--- config.mk ---
export PLATFORM = sky130hd
export DESIGN_NAME = packet_length_header_encoder_core_flat
export DESIGN_NICKNAME = d
export VERILOG_FILES = /design/src/rtl/core/plhe_pkg.sv /design/src/rtl/core/plhe_if.sv /design/src/rtl/core/plhe_ctrl.sv /design/src/rtl/core/plhe_dp.sv /design/src/rtl/core/packet_length_header_encoder_core.sv /design/src/flat_wrapper.sv
export SDC_FILE = /design/constraint.sdc
export NUM_CORES = 1
export LEC_CHECK = 0
export BUFFER_PORTS_ARGS = -buffer_cell sky130_fd_sc_hd__buf_2
export CAP_MARGIN = 20
export CORE_ASPECT_RATIO = 0.6
export CORE_MARGIN = 5
export CORE_UTILIZATION = 50
export DETAILED_ROUTE_END_ITERATION = 10
export PLACE_DENSITY_LB_ADDON = 0.05
export SYNTH_ARGS = -nofsm -noshare
export SYNTH_HDL_FRONTEND = slang
export SYNTH_HIERARCHICAL = 1
export SYNTH_SLANG_ARGS = --single-unit
--- constraint.sdc ---
create_clock -name clk -period 5.03 [get_ports clk]
set_input_delay 1.006 -clock clk [delete_from_list [all_inputs] [get_ports clk]]
set_output_delay 1.006 -clock clk [all_outputs]
set_load 0.02 [all_outputs]
--- src/rtl/core/plhe_pkg.sv ---
// Shared types and constants for the packet length header encoder.
// Used by the channel interfaces, the controller, the datapath and the top level.
// No dependencies.
`default_nettype none

package plhe_pkg;

	localparam int LenWidth = 32;

	// Partial chunks cover length bits 9 through 30, announced largest first.
	localparam int ChunkLo    = 9;
	localparam int ChunkHi    = 30;
	localparam int ChunkCount = ChunkHi - ChunkLo + 1;
	localparam int ChunkPosW  = $clog2(ChunkCount);
	localparam int ChunkExpW  = $clog2(ChunkHi + 1);

	localparam logic [7:0] HdrOld     = 8'h80;
	localparam logic [7:0] HdrNew     = 8'hc0;
	localparam logic [7:0] HdrPartial = 8'he0;
	localparam logic [7:0] HdrFive    = 8'hff;

	localparam logic [LenWidth-1:0] NewOneMax = 32'd191;
	localparam logic [LenWidth-1:0] NewTwoMax = 32'd8383;
	localparam logic [12:0]         TwoBias   = 13'd192;
	localparam logic [LenWidth-1:0] OldOneMax = 32'd255;
	localparam logic [LenWidth-1:0] OldTwoMax = 32'd65535;
	localparam logic [LenWidth-1:0] PartMin   = 32'd512;

	localparam logic [2:0] ReqOne  = 3'd1;
	localparam logic [2:0] ReqTwo  = 3'd2;
	localparam logic [2:0] ReqFive = 3'd5;

	// Old-format length types in the low two bits of the tag octet.
	localparam logic [1:0] OldTypeOne  = 2'd0;
	localparam logic [1:0] OldTypeTwo  = 2'd1;
	localparam logic [1:0] OldTypeFour = 2'd2;
	localparam logic [1:0] OldTypeOpen = 2'd3;

	typedef enum logic [1:0] {
		ERR_NONE  = 2'd0,
		ERR_SHORT = 2'd1,
		ERR_LONG  = 2'd2
	} err_t;

	typedef enum logic [1:0] {
		ST_IDLE,
		ST_TAG,
		ST_CHUNK,
		ST_LEN
	} state_t;

	typedef enum logic [1:0] {
		SEL_TAG,
		SEL_CHUNK,
		SEL_LEN
	} sel_t;

	typedef struct packed {
		logic load;
		logic emit;
		sel_t sel;
		logic last;
		logic chunk_pop;
		logic idx_inc;
	} cmd_t;

	typedef struct packed {
		logic err;
		logic new_format;
		logic partial;
		logic chunk_more;
		logic len_final;
	} status_t;

endpackage

`default_nettype wire

--- src/rtl/core/plhe_if.sv ---
// Valid/ready channel interfaces for request items and header octet results.
// Depends on plhe_pkg for the length width.
`default_nettype none

interface plhe_req_if;
	logic                          valid;
	logic                          ready;
	logic [5:0]                    tag;
	logic [plhe_pkg::LenWidth-1:0] body_length;
	logic                          new_format;
	logic                          partial;
	logic [2:0]                    requested_octets;

	modport source (output valid, tag, body_length, new_format, partial, requested_octets,
		input ready);
	modport sink (input valid, tag, body_length, new_format, partial, requested_octets,
		output ready);
endinterface

interface plhe_oct_if;
	logic                          valid;
	logic                          ready;
	logic [7:0]                    header_byte;
	logic [plhe_pkg::LenWidth-1:0] data_after;
	logic [1:0]                    error_code;
	logic                          last;

	modport source (output valid, header_byte, data_after, error_code, last, input ready);
	modport sink (input valid, header_byte, data_after, error_code, last, output ready);
endinterface

`default_nettype wire

--- src/rtl/core/plhe_ctrl.sv ---
// Controller state machine: sequences tag, partial chunk and length octets.
// Depends on plhe_pkg; drives the datapath through cmd_t and reads status_t.
`default_nettype none

module plhe_ctrl (
	input  wire logic              clk,
	input  wire logic              arst_n,
	input  wire logic              req_valid,
	output logic                   req_ready,
	output logic                   out_valid,
	input  wire logic              out_ready,
	input  wire plhe_pkg::status_t status,
	output plhe_pkg::cmd_t         cmd
);

	plhe_pkg::state_t state_q;
	plhe_pkg::state_t state_d;
	logic             out_valid_q;
	logic             can_emit;

	// A new octet may be loaded when the output register is empty or being drained.
	assign can_emit  = !out_valid_q || out_ready;
	assign req_ready = (state_q == plhe_pkg::ST_IDLE);
	assign out_valid = out_valid_q;

	always_ff @(posedge clk or negedge arst_n) begin
		if (!arst_n) begin
			state_q     <= plhe_pkg::ST_IDLE;
			out_valid_q <= 1'b0;
		end else begin
			state_q <= state_d;
			if (cmd.emit) begin
				out_valid_q <= 1'b1;
			end else if (out_ready) begin
				out_valid_q <= 1'b0;
			end
		end
	end

	always_comb begin
		state_d       = state_q;
		cmd           = '0;
		cmd.sel       = plhe_pkg::SEL_TAG;
		unique case (state_q)
			plhe_pkg::ST_IDLE: begin
				if (req_valid) begin
					cmd.load = 1'b1;
					state_d  = plhe_pkg::ST_TAG;
				end
			end
			plhe_pkg::ST_TAG: begin
				if (can_emit) begin
					cmd.emit = 1'b1;
					cmd.sel  = plhe_pkg::SEL_TAG;
					if (status.err || (!status.new_format && status.partial)) begin
						cmd.last = 1'b1;
						state_d  = plhe_pkg::ST_IDLE;
					end else if (status.new_format && status.partial) begin
						state_d = plhe_pkg::ST_CHUNK;
					end else begin
						state_d = plhe_pkg::ST_LEN;
					end
				end
			end
			plhe_pkg::ST_CHUNK: begin
				if (can_emit) begin
					cmd.emit      = 1'b1;
					cmd.sel       = plhe_pkg::SEL_CHUNK;
					cmd.chunk_pop = 1'b1;
					if (!status.chunk_more) begin
						state_d = plhe_pkg::ST_LEN;
					end
				end
			end
			plhe_pkg::ST_LEN: begin
				if (can_emit) begin
					cmd.emit    = 1'b1;
					cmd.sel     = plhe_pkg::SEL_LEN;
					cmd.idx_inc = 1'b1;
					if (status.len_final) begin
						cmd.last = 1'b1;
						state_d  = plhe_pkg::ST_IDLE;
					end
				end
			end
			default: begin
				state_d = plhe_pkg::ST_IDLE;
			end
		endcase
	end

endmodule

`default_nettype wire

--- src/rtl/core/plhe_dp.sv ---
// Datapath: request registers, chunk mask, length octet builder and output register.
// Depends on plhe_pkg; controlled by plhe_ctrl through cmd_t.
`default_nettype none

module plhe_dp (
	input  wire logic                          clk,
	input  wire logic                          arst_n,
	input  wire plhe_pkg::cmd_t                cmd,
	output plhe_pkg::status_t                  status,
	input  wire logic [5:0]                    tag,
	input  wire logic [plhe_pkg::LenWidth-1:0] body_length,
	input  wire logic                          new_format,
	input  wire logic                          partial,
	input  wire logic [2:0]                    requested_octets,
	output logic [7:0]                         header_byte,
	output logic [plhe_pkg::LenWidth-1:0]      data_after,
	output logic [1:0]                         error_code,
	output logic                               last
);

	localparam int LW = plhe_pkg::LenWidth;
	localparam int CN = plhe_pkg::ChunkCount;

	logic [5:0]                     tag_q;
	logic [LW-1:0]                  len_q;
	logic                           newf_q;
	logic                           part_q;
	logic [2:0]                     req_q;
	logic [CN-1:0]                  mask_q;
	logic [2:0]                     idx_q;

	logic [7:0]                     byte_q;
	logic [LW-1:0]                  after_q;
	logic [1:0]                     err_q;
	logic                           last_q;

	plhe_pkg::err_t                 err;
	logic [LW-1:0]                  enc_v;
	logic [12:0]                    bias;
	logic [2:0]                     nlen;
	logic [39:0]                    lbytes;
	logic [1:0]                     old_type;
	logic [plhe_pkg::ChunkPosW-1:0] pos;
	logic [CN-1:0]                  top_oh;
	logic [plhe_pkg::ChunkExpW-1:0] chunk_exp;
	logic [7:0]                     tag_byte;
	logic [7:0]                     len_byte;
	logic [7:0]                     sel_byte;
	logic [LW-1:0]                  sel_after;

	// Mode flags and the chunk mask are control state; the rest is payload.
	always_ff @(posedge clk or negedge arst_n) begin
		if (!arst_n) begin
			newf_q <= 1'b0;
			part_q <= 1'b0;
			mask_q <= '0;
			idx_q  <= '0;
		end else begin
			if (cmd.load) begin
				newf_q <= new_format;
				part_q <= partial;
				mask_q <= body_length[plhe_pkg::ChunkHi:plhe_pkg::ChunkLo];
				idx_q  <= '0;
			end else begin
				if (cmd.chunk_pop) begin
					mask_q <= mask_q & ~top_oh;
				end
				if (cmd.idx_inc) begin
					idx_q <= idx_q + 3'd1;
				end
			end
		end
	end

	always_ff @(posedge clk) begin
		if (cmd.load) begin
			tag_q <= tag;
			len_q <= body_length;
			req_q <= requested_octets;
		end
		if (cmd.emit) begin
			byte_q  <= sel_byte;
			after_q <= sel_after;
			err_q   <= (cmd.sel == plhe_pkg::SEL_TAG) ? err : plhe_pkg::ERR_NONE;
			last_q  <= cmd.last;
		end
	end

	always_comb begin
		if (newf_q && part_q && (len_q < plhe_pkg::PartMin)) begin
			err = plhe_pkg::ERR_SHORT;
		end else if (newf_q && part_q && len_q[LW-1]) begin
			err = plhe_pkg::ERR_LONG;
		end else begin
			err = plhe_pkg::ERR_NONE;
		end
	end

	// The final piece of a partial body is the length modulo 512.
	assign enc_v = (newf_q && part_q) ? {{(LW-9){1'b0}}, len_q[8:0]} : len_q;
	assign bias  = enc_v[12:0] - plhe_pkg::TwoBias;

	always_comb begin
		if (newf_q) begin
			if (!part_q && (req_q == plhe_pkg::ReqFive)) begin
				nlen = 3'd5;
			end else if (enc_v <= plhe_pkg::NewOneMax) begin
				nlen = 3'd1;
			end else if (enc_v <= plhe_pkg::NewTwoMax) begin
				nlen = 3'd2;
			end else begin
				nlen = 3'd5;
			end
		end else begin
			if ((req_q == plhe_pkg::ReqOne) && (len_q <= plhe_pkg::OldOneMax)) begin
				nlen = 3'd1;
			end else if ((req_q == plhe_pkg::ReqTwo) && (len_q <= plhe_pkg::OldTwoMax)) begin
				nlen = 3'd2;
			end else if (req_q == plhe_pkg::ReqFive) begin
				nlen = 3'd4;
			end else if (len_q <= plhe_pkg::OldOneMax) begin
				nlen = 3'd1;
			end else if (len_q <= plhe_pkg::OldTwoMax) begin
				nlen = 3'd2;
			end else begin
				nlen = 3'd4;
			end
		end
	end

	// Length octets, left aligned in transmission order.
	always_comb begin
		unique case (nlen)
			3'd1:    lbytes = {enc_v[7:0], 32'd0};
			3'd2:    lbytes = newf_q ? {plhe_pkg::HdrNew | {3'd0, bias[12:8]}, bias[7:0], 24'd0}
			                         : {len_q[15:8], len_q[7:0], 24'd0};
			3'd4:    lbytes = {len_q, 8'd0};
			default: lbytes = {plhe_pkg::HdrFive, len_q};
		endcase
		unique case (nlen)
			3'd1:    old_type = plhe_pkg::OldTypeOne;
			3'd2:    old_type = plhe_pkg::OldTypeTwo;
			default: old_type = plhe_pkg::OldTypeFour;
		endcase
	end

	always_comb begin
		unique case (idx_q)
			3'd0:    len_byte = lbytes[39:32];
			3'd1:    len_byte = lbytes[31:24];
			3'd2:    len_byte = lbytes[23:16];
			3'd3:    len_byte = lbytes[15:8];
			default: len_byte = lbytes[7:0];
		endcase
	end

	// Highest remaining chunk bit.
	always_comb begin
		pos = '0;
		for (int i = 0; i < CN; i++) begin
			if (mask_q[i]) begin
				pos = plhe_pkg::ChunkPosW'(i);
			end
		end
	end

	assign top_oh    = CN'(1) << pos;
	assign chunk_exp = plhe_pkg::ChunkExpW'(pos) + plhe_pkg::ChunkExpW'(plhe_pkg::ChunkLo);

	assign tag_byte = newf_q
		? (plhe_pkg::HdrNew | {2'd0, tag_q})
		: (plhe_pkg::HdrOld | {2'd0, tag_q[3:0], 2'd0}
			| {6'd0, part_q ? plhe_pkg::OldTypeOpen : old_type});

	always_comb begin
		unique case (cmd.sel)
			plhe_pkg::SEL_TAG: begin
				if (err != plhe_pkg::ERR_NONE) begin
					sel_byte  = 8'd0;
					sel_after = '0;
				end else begin
					sel_byte  = tag_byte;
					sel_after = (!newf_q && part_q) ? len_q : '0;
				end
			end
			plhe_pkg::SEL_CHUNK: begin
				sel_byte  = plhe_pkg::HdrPartial | {3'd0, chunk_exp};
				sel_after = LW'(1) << chunk_exp;
			end
			default: begin
				sel_byte  = len_byte;
				sel_after = (idx_q == nlen - 3'd1) ? enc_v : '0;
			end
		endcase
	end

	assign status.err        = (err != plhe_pkg::ERR_NONE);
	assign status.new_format = newf_q;
	assign status.partial    = part_q;
	assign status.chunk_more = |(mask_q & ~top_oh);
	assign status.len_final  = (idx_q == nlen - 3'd1);

	assign header_byte = byte_q;
	assign data_after  = after_q;
	assign error_code  = err_q;
	assign last        = last_q;

endmodule

`default_nettype wire

--- src/rtl/core/packet_length_header_encoder_core.sv ---
// Packet length header encoder, top level.
//
// A request transfer on the request channel carries a tag, a body length, the
// header format, a partial flag and a preferred length octet count. The block
// answers with one header octet per transfer on the octet channel, in
// transmission order, the final one marked by last. Each octet also carries
// data_after, the number of body octets the sender copies before the next
// header octet. A rejected partial request yields one zero octet with an
// error code.
//
// Timing: the request transfer loads the request registers, and the first
// octet then enters the output register; one octet follows per cycle while
// the receiver keeps ready high. A request yields 1 to 25 octets; the
// controller works on one request at a time, and the next request is
// taken as soon as the final octet sits in the output register.
// When the receiver stalls, the output register holds its octet and the
// controller waits. Reset clears the controller and the output valid flag.
`default_nettype none

module packet_length_header_encoder_core (
	input  wire logic clk,
	input  wire logic arst_n,
	plhe_req_if.sink  request,
	plhe_oct_if.source octet
);

	plhe_pkg::cmd_t    cmd;
	plhe_pkg::status_t status;

	plhe_ctrl u_ctrl (
		.clk       (clk),
		.arst_n    (arst_n),
		.req_valid (request.valid),
		.req_ready (request.ready),
		.out_valid (octet.valid),
		.out_ready (octet.ready),
		.status    (status),
		.cmd       (cmd)
	);

	plhe_dp u_dp (
		.clk              (clk),
		.arst_n           (arst_n),
		.cmd              (cmd),
		.status           (status),
		.tag              (request.tag),
		.body_length      (request.body_length),
		.new_format       (request.new_format),
		.partial          (request.partial),
		.requested_octets (request.requested_octets),
		.header_byte      (octet.header_byte),
		.data_after       (octet.data_after),
		.error_code       (octet.error_code),
		.last             (octet.last)
	);

endmodule

`default_nettype wire

--- src/flat_wrapper.sv ---
// flat-port wrapper written by rule: the top's interface ports become plain ports
module packet_length_header_encoder_core_flat 
  (clk, arst_n, request_valid, request_tag, request_body_length, request_new_format, request_partial, request_requested_octets, request_ready, octet_valid, octet_header_byte, octet_data_after, octet_error_code, octet_last, octet_ready);
  plhe_req_if request_i ();
  plhe_oct_if octet_i ();
  input  wire logic clk;
  input  wire logic arst_n;
  input wire logic [$bits(request_i.valid)-1:0] request_valid;
  input wire logic [$bits(request_i.tag)-1:0] request_tag;
  input wire logic [$bits(request_i.body_length)-1:0] request_body_length;
  input wire logic [$bits(request_i.new_format)-1:0] request_new_format;
  input wire logic [$bits(request_i.partial)-1:0] request_partial;
  input wire logic [$bits(request_i.requested_octets)-1:0] request_requested_octets;
  output wire logic [$bits(request_i.ready)-1:0] request_ready;
  output wire logic [$bits(octet_i.valid)-1:0] octet_valid;
  output wire logic [$bits(octet_i.header_byte)-1:0] octet_header_byte;
  output wire logic [$bits(octet_i.data_after)-1:0] octet_data_after;
  output wire logic [$bits(octet_i.error_code)-1:0] octet_error_code;
  output wire logic [$bits(octet_i.last)-1:0] octet_last;
  input wire logic [$bits(octet_i.ready)-1:0] octet_ready;
  assign request_i.valid = request_valid;
  assign request_i.tag = request_tag;
  assign request_i.body_length = request_body_length;
  assign request_i.new_format = request_new_format;
  assign request_i.partial = request_partial;
  assign request_i.requested_octets = request_requested_octets;
  assign request_ready = request_i.ready;
  assign octet_valid = octet_i.valid;
  assign octet_header_byte = octet_i.header_byte;
  assign octet_data_after = octet_i.data_after;
  assign octet_error_code = octet_i.error_code;
  assign octet_last = octet_i.last;
  assign octet_i.ready = octet_ready;
  packet_length_header_encoder_core u_core (.clk(clk), .arst_n(arst_n), .request(request_i), .octet(octet_i));
endmodule
==> key figures, run 1 <==
Place
  – RD Place Congestion: approximately 1.0
  – Port bufs: 91
  – Place WS: between 0.5 and 0.6 ns
  – Detailed Place HPWL: approximately 17 mm

Job
  – Maxcap violations: 0

STA
  – Fin. Hold Viols: 0
  – Max transition margin: 45.9%
  – Clock skew: 0.00782 ns
  – Setup TNS: 0 ns
  – Fmax: 0.216 GHz
  – Final period utilization: between 90% and 100%
  – Final setup margin: 0.401 ns
  – Worst slew pin tran: about 0.81 ns
  – Setup violators final: 0
  – Final Max Tran Viols: 0
  – Unrepaired setup endpoints after global routing: no
  – Min cycle time layout: 4.63 ns

CTS
  – Post-CTS Setup Bufs: 0
  – TritonCTS Buffers: 17
  – Clk root buf: clkbuf_16
  – Max Root-Sink Buffers: 2
  – CTS clk-pin slew, worst paths: ~0.060 ns
  – Hold bufs inserted after CTS: 0
  – CTS tree: built
  – Worst skew pair latency: 0.41 ns
  – Deepest level of the CTS H-tree: 4
  – Post-CTS Resized: 0
  – CTS Sinks: about 110

Detailed routing
  – Via density: a little under 7
  – Routed vias: approximately 6,200
  – Residual DRC: 0
  – Starting DRC count in detailed routing: just under 1,000
  – Routed len/inst: between 20 and 30 um
  – Routed WL: about 24 mm
  – Drt first pass iters: 6
  – Number of routed nets with antenna violations: 0

Setup path
  – Delay of the slowest critical-path stage: about 0.57 ns
  – CP Buf/Inv Count: 3
  – Crit Path Category: flip-flop to flip-flop
  – CP delay by family, top: simple AND/OR/NAND/NOR gates
  – Maximum fanout along the worst path: 19
  – Required time worst endpoint: approximately 5.3 ns
  – CP Launch Point: u_core/u_dp/len_q[27]$_DFFE_PP_
  – Critical Path Slowest Stage Cell: edfxtp_1
  – Arrival time at the worst endpoint: approximately 4.9 ns
  – Critical path launch point type: flip-flop
  – Worst Setup End Kind: flip-flop
  – Critical path cell sequence: nor4_1 > nand4_1 > nor4_2 > nand2_1 > o21ai_0 > nand2_1 > a21oi_1 > inv_1 > ha_1 > buf_4 > or2_2 > mux2i_1 > buf_4 > a21oi_1 > a311o_1 > o221ai_1
  – Reg2Reg Launch Point: u_core/u_dp/len_q[27]$_DFFE_PP_

Floorplan
  – Initial core utilization: between 50% and 60%
  – Rows: 32
  – Die X: 159 um
  – Core footprint: 0.0129 mm^2
  – Die area: between 0.015 and 0.02 mm^2
  – Die Y: between 90 and 100 um
  – Io pins: 92

Power and ir drop
  – Largest vdd supply drop: between 0.3 and 0.4 mV
  – Leakage: between 3 and 4 nW
  – Total power divided by cell area: 762 mW/mm^2

Finish
  – Core Util, Final: between 60 and 70%
  – Register Area: 0.00327 mm^2
  – Multi-input gate area: 0.00303 mm^2
  – Share of cells above drive strength 1: between 20% and 30%
  – Post-layout nets: 790
  – Antenna cell count: 0
  – P&R area growth vs syn: 18.2%
  – # fillers: around 1,100

GRT
  – GR Util All Layers: around 31%
  – Number of global-route vias before repair: 5,736
  – Largest net degree at the start of global routing: 59
  – First-pass GRT wire length: around 36 mm
  – Initial antenna violation count: 0
  – GRT overflow: 0

Synth
  – Sequential area share after synthesis: 49.5%
  – Synth Flop Type: edfxtp_1
  – Seq cells post-synth: 114
  – EDFF count, synth: 84
  – Net Count, Synth: between 700 and 800
  – Async set-reset flop share out of synthesis: 26.3%
  – Yosys cell types: 91
  – Synthesized cell area: around 0.0066 mm^2
  – Synthesized netlist cell count: ~640
  – Mean Syn Cell Area: 10.4 um^2
  – Yosys warns: 6

Hold path
  – Hold path start: u_core/u_dp/mask_q[2]$_DFFE_PN0P_
  – Hold Crit Class: flip-flop to flip-flop

Run status
  – Status: finished, final reports clean
-- metal layers --
layer	global-route usage [%]	vias up	part of all wire, %
met4	7.47	0	1.6
li1	-	2650	-
met2	38.6	526	38
met3	11.6	42	16
met5	0	-	0
met1	49.2	2975	45
-- final cells by class --
type | instances | share of cell area (%)
Clock buffer | 17 | 5.44
Clock inverter | 15 | 2.05
Inverter | 26 | 1.25
Multi-Input combinational cell | 457 | 38.8
Sequential cell | 114 | 41.8
Tap cell | 170 | 2.72
Timing Repair Buffer | 111 | 7.90
-- sequential cells by signal (all words and copies together) (netlist names), named ones only --
signal	cells
u_core/u_ctrl/out_valid	1
u_core/u_ctrl/state_q	1
u_core/u_dp/data_after	32
u_core/u_dp/error_code	2
u_core/u_dp/header_byte	8
u_core/u_dp/idx_q	3
u_core/u_dp/last	1
u_core/u_dp/len_q	32
u_core/u_dp/mask_q	22
u_core/u_dp/newf_q	1
u_core/u_dp/part_q	1
u_core/u_dp/req_q	3
u_core/u_dp/tag_q	6
-- Yosys cell counts, types with 5 or more instances --
cell type  number  share of area, %
edfxtp_1       84                38
nand2_1        74               4.2
o21ai_0        57               4.3
nor2_1         44               2.5
a21oi_1        32               2.4
dfrtp_1        30                11
a32o_1         27               4.1
clkbuf_1       23               1.3
inv_1          20               1.1
nand3_1        18               1.4
ha_1           16               3.0
nor3_1         14               1.1
a22oi_1        13               1.5
a31oi_1        10              0.95
mux2i_1         8               1.2
a21o_1          7              0.79
a22o_1          7              0.93
buf_2           7              0.53
o221ai_1        6              0.79
and2_1          5              0.47
and3_1          5              0.47
nor4_1          5              0.47
-- final timing paths --
kind                                                   endpoint  slack [ns]  depth (start not counted)
setup / recovery           u_core/u_dp/header_byte[3]$_DFFE_PP_        0.40                         16
hold / removal                u_core/u_dp/mask_q[2]$_DFFE_PN0P_        0.61                          2
setup reg to reg           u_core/u_dp/header_byte[3]$_DFFE_PP_        0.40                         16
hold reg to reg               u_core/u_dp/mask_q[2]$_DFFE_PN0P_        0.61                          2
max in group asynchronous     u_core/u_dp/mask_q[8]$_DFFE_PN0P_        3.86                          1
min in group asynchronous    u_core/u_dp/mask_q[18]$_DFFE_PN0P_        0.67                          1
-- per-stage QoR --
step	power (W)	cell area [um^2]	hold WS (ns)	instances
detailed placement	0.00458	7210	0.592	876
CTS	0.00583	7790	0.601	908
global route	0.00621	7820	0.649	910
global placement	0.00458	7210	0.567	876
floorplan	0.00365	6620	0.522	639
finish	0.00596	7820	0.609	910
-- kinds of logic (layout without fill, tap and decap cells) --
family | Yosys count | in the layout | synth area share, %
AOI/OAI and AO/OA | 225 | 225 | 25.3
xor gates and xnor gates | 7 | 7 | 1.21
adders and majority gates | 17 | 17 | 3.18
buffers and inverters | 68 | 169 | 4.80
DFF | 114 | 114 | 49.5
muxes | 8 | 8 | 1.21
and+or+nand+nor | 200 | 200 | 14.8
-- worst reg2reg max path, delay by kind of cell (launching register included) --
family	cells	cell delay, ns
AOI/OAI and AO/OA	5	0.97
buffers and inverters	3	0.53
and+or+nand+nor	6	1.75
muxes	1	0.41
DFF	1	0.57
adders and majority gates	1	0.21
-- power breakdown --
group | switching (W) | leakage, nW | total (W) | internal [W]
registers | 0.000323 | 1.17 | 0.00172 | 0.00140
clock network | 0.000521 | 0.284 | 0.00123 | 0.000705
logic | 0.00203 | 1.57 | 0.00302 | 0.000989
-- layout by cell type, fill, tap and decap left out, types with 20 or more instances in the layout --
| cell | synthesis | layout |
|---|---|---|
| a21oi_1 | 32 | 32 |
| a32o_1 | 27 | 27 |
| buf_2 | 7 | 91 |
| dfrtp_1 | 30 | 30 |
| edfxtp_1 | 84 | 84 |
| inv_1 | 20 | 20 |
| nand2_1 | 74 | 74 |
| nor2_1 | 44 | 43 |
| o21ai_0 | 57 | 57 |
(Power assumes the default switching activity.)
==> inputs of run 2 (changes only) <==
--- a/config.mk
+++ b/config.mk
@@ -5,6 +5,7 @@
 export SDC_FILE = /design/constraint.sdc
 export NUM_CORES = 1
 export LEC_CHECK = 0
+export ABC_AREA = 1
 export BUFFER_PORTS_ARGS = -buffer_cell sky130_fd_sc_hd__buf_2
 export CAP_MARGIN = 20
 export CORE_ASPECT_RATIO = 0.6
==> run 2 against run 1 <==
  * Global-route usage down 0.40 points
  * Fmax up 6.5%
  * Non-clock buffer count down 8
  * Routed wire length up 3.9%
  * Combinational power about the same
  * Via count up 12%
  * Critical endpoint is now u_core/u_dp/header_byte[5]$_DFFE_PP_
  * Largest cell class unchanged
==> key figures, run 2 <==
Run status
  – Status: finished, final reports clean

Synth
  – Net Count, Synth: 912 (+30%)
  – EDFF count, synth: 84 (unchanged)
  – Synth Flop Type: edfxtp_1
  – Synthesized netlist cell count: 849 (+33%)
  – Top cell type by total area after synthesis: edfxtp_1
  – Yosys cell types: 49 (-46%)
  – Sequential area share after synthesis: 46.2% (-3.2 points)
  – Yosys warns: 6 (unchanged)
  – Synthesized cell area: 0.00708 mm^2 (+7.0%)
  – Top cells by area, synth: edfxtp_1 36%, dfrtp_1 11%, nand2_1 9.8%
  – Async set-reset flop share out of synthesis: 26.3% (unchanged)
  – Count leader, synth: nand2_1
  – Seq cells post-synth: 114 (unchanged)
  – Mean Syn Cell Area: 8.34 um^2 (-19%)
  – Top cell type's share of synthesized area: 35.6% (-2.5 points)
  – Synth top cells by count: 185 x nand2_1, 105 x inv_1, 84 x edfxtp_1

CTS
  – TritonCTS Buffers: 17 (unchanged)
  – Worst skew pair latency: 0.42 ns (about the same)
  – Clk root buf: clkbuf_16
  – CTS Sinks: 114 (unchanged)
  – Deepest level of the CTS H-tree: 4 (unchanged)
  – Max Root-Sink Buffers: 2 (unchanged)
  – Post-CTS Resized: 0 (unchanged)
  – CTS clk-pin slew, worst paths: 0.07 ns (about the same)
  – CTS tree: built
  – Post-CTS Setup Bufs: 0 (unchanged)
  – Hold bufs inserted after CTS: 0 (unchanged)

Detailed routing
  – Drt first pass iters: 5 (-1)
  – Starting DRC count in detailed routing: 1,096 (+12%)
  – Residual DRC: 0 (unchanged)
  – Routed len/inst: 21.9 um (-17%)
  – Via density: 6.07 (-11%)
  – Number of routed nets with antenna violations: 0 (unchanged)
  – Routed vias: 6,942 (+12%)
  – Routed WL: 25.0 mm (+3.9%)

STA
  – Min cycle time layout: 4.35 ns (-0.282 ns)
  – Setup violators final: 0 (unchanged)
  – Fin. Hold Viols: 0 (unchanged)
  – Unrepaired setup endpoints after global routing: no
  – Max transition margin: 39.2% (-6.7 points)
  – Clock skew: 0.0128 ns (+0.00502 ns)
  – Final Max Tran Viols: 0 (unchanged)
  – Fmax: 0.230 GHz (+6.5%)
  – Final period utilization: 86.4% (-5.6 points)
  – Worst slew pin tran: 0.909 ns (+0.0973 ns)
  – Setup TNS: 0 ns (unchanged)

Setup path
  – Critical path launch point type: flip-flop
  – Register-to-register path setup slack: 0.68 ns (+0.28 ns)
  – R2R cell count: 19 (+3)
  – Maximum fanout along the worst path: 15 (-4)
  – Arrival time at the worst endpoint: 4.48 ns (-0.38 ns)
  – Worst Setup End Kind: flip-flop
  – Required time worst endpoint: 5.17 ns (-0.09 ns)
  – Reg2Reg Launch Point: u_core/u_dp/len_q[6]$_DFFE_PP_
  – Worst flop-to-flop path endpoint: u_core/u_dp/header_byte[5]$_DFFE_PP_
  – CP Launch Point: u_core/u_dp/len_q[6]$_DFFE_PP_
  – Crit Path Category: flip-flop to flip-flop

Finish
  – Share of cells above drive strength 1: 18.9% (-3.8 points)
  – Core Util, Final: 59.9% (-0.79 points)
  – Commonest non-fill, non-tap cells in the layout: 185 x nand2_1, 104 x inv_1, 91 x buf_2, 84 x edfxtp_1, 76 x nand3_1
  – Final Non-Filler Cells: 1,144 (+26%)
  – Commonest non-fill, non-tap cell in the layout: nand2_1
  – P&R area growth vs syn: 16.3%
  – Antenna cell count: 0 (unchanged)
  – Post-layout nets: 1,002 (+27%)
  – Layout Cell Area excl Fill: 0.00823 mm^2 (+5.3%)

GRT
  – Number of global-route vias before repair: 6,255 (+9.0%)
  – Largest net degree at the start of global routing: 71 (+20%)
  – First-pass GRT wire length: 38.0 mm (+6.2%)
  – Grt met1 use: 48.5% (-0.70 points)
  – GR Util All Layers: 30.4% (-0.40 points)
  – Initial antenna violation count: 0 (unchanged)
  – Met3 Use GR: 11.2% (-0.36 points)
  – Gr busiest metal: met1
  – GRT overflow: 0 (unchanged)
  – Grt met2 use: 38.0% (-0.57 points)

Floorplan
  – Core footprint: 0.0137 mm^2 (+6.6%)
  – Die Y: 102 um (+3.1%)
  – Initial core utilization: 51.5% (+0.16 points)
  – Die area: 0.0167 mm^2 (+6.4%)
  – Rows: 33 (+3.1%)
  – Io pins: 92 (unchanged)
  – Die X: 164 um (+3.2%)

Power and ir drop
  – Largest vdd supply drop: 0.411 mV (+32%)
  – Leakage: 3.62 nW (+20%)
  – Total power divided by cell area: 718 mW/mm^2 (-5.8%)

Hold path
  – Worst Hold End: u_core/u_dp/mask_q[0]$_DFFE_PN0P_
  – Min-Delay Path Depth: 2 (unchanged)
  – Hold path start: u_core/u_dp/mask_q[0]$_DFFE_PN0P_
  – Hold Crit Class: flip-flop to flip-flop

Place
  – Detailed Place HPWL: 18.8 mm (+7.8%)
  – RD Place Congestion: 1.03 (+1.7%)
  – Port bufs: 91 (unchanged)
  – Placement Cell Area: 0.00767 mm^2 (+6.5%)
  – Dpl cells: 1,112 (+27%)

Job
  – Maxcap violations: 0 (unchanged)
run 2: changes by cell type after synthesis, sizes merged, moves of 8 or more:
cell and change:
nand2 +120, nand3 +74, a32o -29, o211ai +15
clkbuf -10, mux2i -8, a31oi -9, nor2 +28
nand4 +26, a21oi -11, inv +88, o22ai +23
run 2: final cells by class:
class / count / area [um^2]
well taps: 192 / 240
inverters: 113 / 427
clock inverters: 15 / 134
repair buffers: 103 / 546
flip-flops and latches: 114 / 3270
clock buffers: 17 / 425
multi-input cells: 590 / 3190
fillers: 1222 / 5520
run 2: worst max path at each step:
| stage | endpoint | slack [ns] | cells past startpoint |
|---|---|---|---|
| 6_report | u_core/u_dp/header_byte[5]$_DFFE_PP_ | 0.68 | 19 |
| 3_5_place_dp | u_core/u_dp/header_byte[5]$_DFFE_PP_ | 0.93 | 19 |
| 4_1_cts | u_core/u_dp/header_byte[5]$_DFFE_PP_ | 0.86 | 19 |
| 5_1_grt | u_core/u_dp/header_byte[5]$_DFFE_PP_ | 0.53 | 21 |
| 2_1_floorplan | u_core/u_ctrl/state_q[0]$_DFFE_PN0P_ | 1.76 | 23 |
| 3_3_place_gp | u_core/u_dp/header_byte[5]$_DFFE_PP_ | 0.85 | 19 |
run 2: routing by layer:
metal	routed length, um	vias to the layer above
met5	0	-
met4	349	0
met3	3920	40
met2	9330	546
met1	11400	3212
li1	-	3144
run 2: power by group:
| group | leakage (nW) | internal, W | total [W] | switching [W] |
|---|---|---|---|---|
| logic | 2.16 | 0.000817 | 0.00303 | 0.00221 |
| registers | 1.18 | 0.00147 | 0.00173 | 0.000259 |
| clock network | 0.283 | 0.000654 | 0.00116 | 0.000505 |
run 2: kinds of logic after synthesis:
logic type | synth area share [%]
compound gates | 14.1
xor+xnor | 1.22
buf+inv | 8.71
flops | 46.2
simple gates | 26.9
fa+ha+maj | 2.83
run 2: critical path, cell delays in order, from the launching register on:
cell,delay (ns)
edfxtp_1,0.38
inv_1,0.14
ha_1,0.21
nand4_1,0.11
o41ai_1,0.48
nand3_1,0.24
nand2_1,0.13
nand3_2,0.14
nor2_1,0.25
a21oi_2,0.11
inv_1,0.14
ha_1,0.17
nand3_2,0.25
nand2_2,0.36
buf_4,0.26
nor2_1,0.06
o21ai_0,0.18
nand2_1,0.07
o21ai_0,0.22
a21boi_0,0.17
run 2: stage by stage:
step	power, W	setup slack [ns]	hold WS [ns]
final	0.00591	0.682	0.507
after global routing	0.00625	0.526	0.564
after floorplan	0.00372	1.76	0.466
after global placement	0.00465	0.851	0.488
after CTS	0.00582	0.855	0.506
after detailed placement	0.00465	0.926	0.493
==> inputs of run 3 (changes only) <==
--- a/config.mk
+++ b/config.mk
@@ -10,7 +10,7 @@
 export CAP_MARGIN = 20
 export CORE_ASPECT_RATIO = 0.6
 export CORE_MARGIN = 5
-export CORE_UTILIZATION = 50
+export CORE_UTILIZATION = 42
 export DETAILED_ROUTE_END_ITERATION = 10
 export PLACE_DENSITY_LB_ADDON = 0.05
 export SYNTH_ARGS = -nofsm -noshare
==> run 3 against run 2 <==
  * Register-to-register slack gained 0.10 ns
  * Combinational power about the same
  * Critical endpoint is now u_core/u_dp/header_byte[0]$_DFFE_PP_
  * Utilization shrank 8.9 points
  * Power rose by 2.6%
  * Count of clock-buffer cells in the layout increased by 4
  * First-iteration DRC count shrank 18%
  * Clock skew fell by 0.0056 ns
  * Largest power group unchanged
  * Die area grew 17%
  * Sequential share of layout area is 0.60 points lower
  * Routed wire length grew 4.3%
  * Via count grew 0.82%
  * Flip-flop and latch count is the same
==> key figures, run 3 (synthesized netlist as in run 2, its figures left out) <==
GRT
  – GRT overflow: 0 (unchanged)
  – Met3 Use GR: 8.37% (-2.8 points)
  – First-pass GRT wire length: 39.1 mm (+2.9%)
  – Largest net degree at the start of global routing: 44 (-38%)
  – Initial antenna violation count: 0 (unchanged)
  – Grt met1 use: 43.9% (-4.5 points)
  – GR Util All Layers: 26.2% (-4.2 points)
  – Grt met2 use: 31.5% (-6.5 points)
  – Gr busiest metal: met1
  – Number of global-route vias before repair: 6,306 (+0.82%)

Place
  – Port bufs: 91 (unchanged)
  – Dpl cells: 1,148 (+3.2%)
  – RD Place Congestion: 1.01 (-1.2%)
  – Detailed Place HPWL: 19.5 mm (+4.1%)
  – Place WS: 0.979 ns (+0.0534 ns)
  – Placement Cell Area: 0.00772 mm^2 (+0.59%)

Hold path
  – Worst Hold End: u_core/u_dp/mask_q[0]$_DFFE_PN0P_
  – Hold Crit Class: flip-flop to flip-flop
  – Min-Delay Path Depth: 2 (unchanged)
  – Hold path start: u_core/u_dp/mask_q[0]$_DFFE_PN0P_

Setup path
  – Crit Path Category: flip-flop to flip-flop
  – Arrival time at the worst endpoint: 4.40 ns (-0.08 ns)
  – Maximum fanout along the worst path: 24 (+9)
  – Required time worst endpoint: 5.19 ns (+0.02 ns)
  – Critical path launch point type: flip-flop
  – Worst Setup End Kind: flip-flop
  – Worst flop-to-flop path endpoint: u_core/u_dp/header_byte[0]$_DFFE_PP_
  – Register-to-register path setup slack: 0.79 ns (+0.10 ns)
  – Reg2Reg Launch Point: u_core/u_dp/part_q$_DFFE_PN0P_
  – R2R cell count: 23 (+4)

Floorplan
  – Die Y: 111 um (+8.2%)
  – Io pins: 92 (unchanged)
  – Die X: 178 um (+8.6%)
  – Initial core utilization: 43.2% (-8.3 points)
  – Rows: 36 (+9.1%)
  – Die area: 0.0196 mm^2 (+17%)
  – Core footprint: 0.0164 mm^2 (+19%)

STA
  – Fmax: 0.236 GHz (+2.5%)
  – Final setup margin: 0.787 ns (+0.105 ns)
  – Clock skew: 0.00728 ns (-0.00555 ns)
  – Final Max Tran Viols: 0 (unchanged)
  – Final period utilization: 84.4% (-2.1 points)
  – Worst slew pin tran: 0.957 ns (+0.0474 ns)
  – Setup TNS: 0 ns (unchanged)
  – Fin. Hold Viols: 0 (unchanged)
  – Unrepaired setup endpoints after global routing: no
  – Min cycle time layout: 4.24 ns (-0.105 ns)
  – Max transition margin: 36.0% (-3.2 points)
  – Setup violators final: 0 (unchanged)

Finish
  – Commonest non-fill, non-tap cells in the layout: 185 x nand2_1, 104 x inv_1, 91 x buf_2, 84 x edfxtp_1, 76 x nand3_1
  – Layout Cell Area excl Fill: 0.00836 mm^2 (+1.5%)
  – # fillers: 1,596 (+31%)
  – Register Area: 0.00327 mm^2 (unchanged)
  – Multi-input gate area: 0.00319 mm^2 (unchanged)
  – Antenna cell count: 0 (unchanged)
  – Post-layout nets: 1,002 (unchanged)
  – Final Non-Filler Cells: 1,180 (+3.1%)
  – Commonest non-fill, non-tap cell in the layout: nand2_1
  – Share of cells above drive strength 1: 18.8% (-0.11 points)
  – P&R area growth vs syn: 18.1%

Detailed routing
  – Starting DRC count in detailed routing: 899 (-18%)
  – Routed WL: 26.1 mm (+4.3%)
  – Drt first pass iters: 6 (+1)
  – Residual DRC: 0 (unchanged)
  – Routed len/inst: 22.1 um (+1.2%)
  – Via density: 5.93 (-2.3%)
  – Routed vias: 6,999 (+0.82%)
  – Number of routed nets with antenna violations: 0 (unchanged)

CTS
  – CTS Sinks: 114 (unchanged)
  – TritonCTS Buffers: 17 (unchanged)
  – Clk root buf: clkbuf_16
  – Hold bufs inserted after CTS: 0 (unchanged)
  – CTS tree: built
  – Worst skew pair latency: 0.42 ns (about the same)
  – Max Root-Sink Buffers: 2 (unchanged)
  – Deepest level of the CTS H-tree: 4 (unchanged)
  – Post-CTS Setup Bufs: 0 (unchanged)
  – Post-CTS Resized: 0 (unchanged)
  – CTS clk-pin slew, worst paths: 0.06 ns (about the same)

Power and ir drop
  – Leakage: 3.65 nW (+0.72%)
  – Total power divided by cell area: 725 mW/mm^2 (+1.0%)
  – Largest vdd supply drop: 0.475 mV (+16%)

Job
  – Maxcap violations: 0 (unchanged)

Run status
  – Status: finished, final reports clean
[run 3: cell types whose count changed in the layout (fill, tap and decap cells not counted)]
cell / delta
clkinv_2: +1
bufinv_16: +3
inv_6: -5
clkbuf_8: +3
clkinv_1: +1
clkinvlp_4: +2
clkbuf_16: +1
inv_8: -4
clkinv_4: +1
inv_4: -3
[run 3: stage by stage]
stage | hold WS (ns) | util, % | total power, W
6_report | 0.513 | 51.0 | 0.00606
5_1_grt | 0.545 | 51.0 | 0.00640
4_1_cts | 0.512 | 51.0 | 0.00599
3_5_place_dp | 0.493 | 47.1 | 0.00467
3_3_place_gp | 0.492 | 47.1 | 0.00467
2_1_floorplan | 0.466 | - | 0.00372
[run 3: worst max path at each step]
stage | startpoint | endpoint | slack (ns) | cells past startpoint
after floorplan | u_core/u_dp/len_q[6]$_DFFE_PP_ | u_core/u_ctrl/state_q[0]$_DFFE_PN0P_ | 1.76 | 23
after global placement | u_core/u_dp/len_q[14]$_DFFE_PP_ | u_core/u_dp/header_byte[3]$_DFFE_PP_ | 0.94 | 18
after detailed placement | u_core/u_dp/part_q$_DFFE_PN0P_ | u_core/u_dp/header_byte[3]$_DFFE_PP_ | 0.98 | 23
after CTS | u_core/u_dp/part_q$_DFFE_PN0P_ | u_core/u_dp/header_byte[3]$_DFFE_PP_ | 0.95 | 23
after global routing | u_core/u_dp/len_q[14]$_DFFE_PP_ | u_core/u_dp/header_byte[3]$_DFFE_PP_ | 0.46 | 18
final | u_core/u_dp/part_q$_DFFE_PN0P_ | u_core/u_dp/header_byte[0]$_DFFE_PP_ | 0.79 | 23
[run 3: per-layer routing]
metal | share of wire, % | vias to the layer above
met2 | 37 | 487
met3 | 13 | 40
met1 | 48 | 3338
li1 | - | 3134
met5 | 0 | -
met4 | 1.2 | 0
[run 3: critical path, cell delays in order (launching register included)]
cell and delay, ns:
dfrtp_1 0.49, nand2_4 0.18, inv_4 0.26, nor2_2 0.11, nor2_1 0.10, inv_1 0.08
nor3_1 0.14, nand3_1 0.13, nor2_1 0.20, nor2_1 0.11, a21oi_2 0.29, inv_1 0.14
ha_1 0.21, nand3_2 0.08, buf_4 0.29, clkinv_1 0.35, nand2_1 0.16, nand4_1 0.11
nand2_1 0.09, nand3_1 0.09, nor2_1 0.11, nor2_1 0.05, nor2_1 0.08, nand2_1 0.08
[run 3: report_power, final]
group / total, W / internal, W / switching [W]
clock: 0.00130 / 0.000849 / 0.000450
combinational: 0.00303 / 0.000817 / 0.00221
sequential: 0.00173 / 0.00147 / 0.000264
[run 3: layout make-up]
cell class	count	share of cell area, %
well taps	228	3.41
clock inverters	11	1.78
inverters	113	5.10
multi-input cells	590	38.1
repair buffers	103	6.53
clock buffers	21	5.88
flip-flops and latches	114	39.2
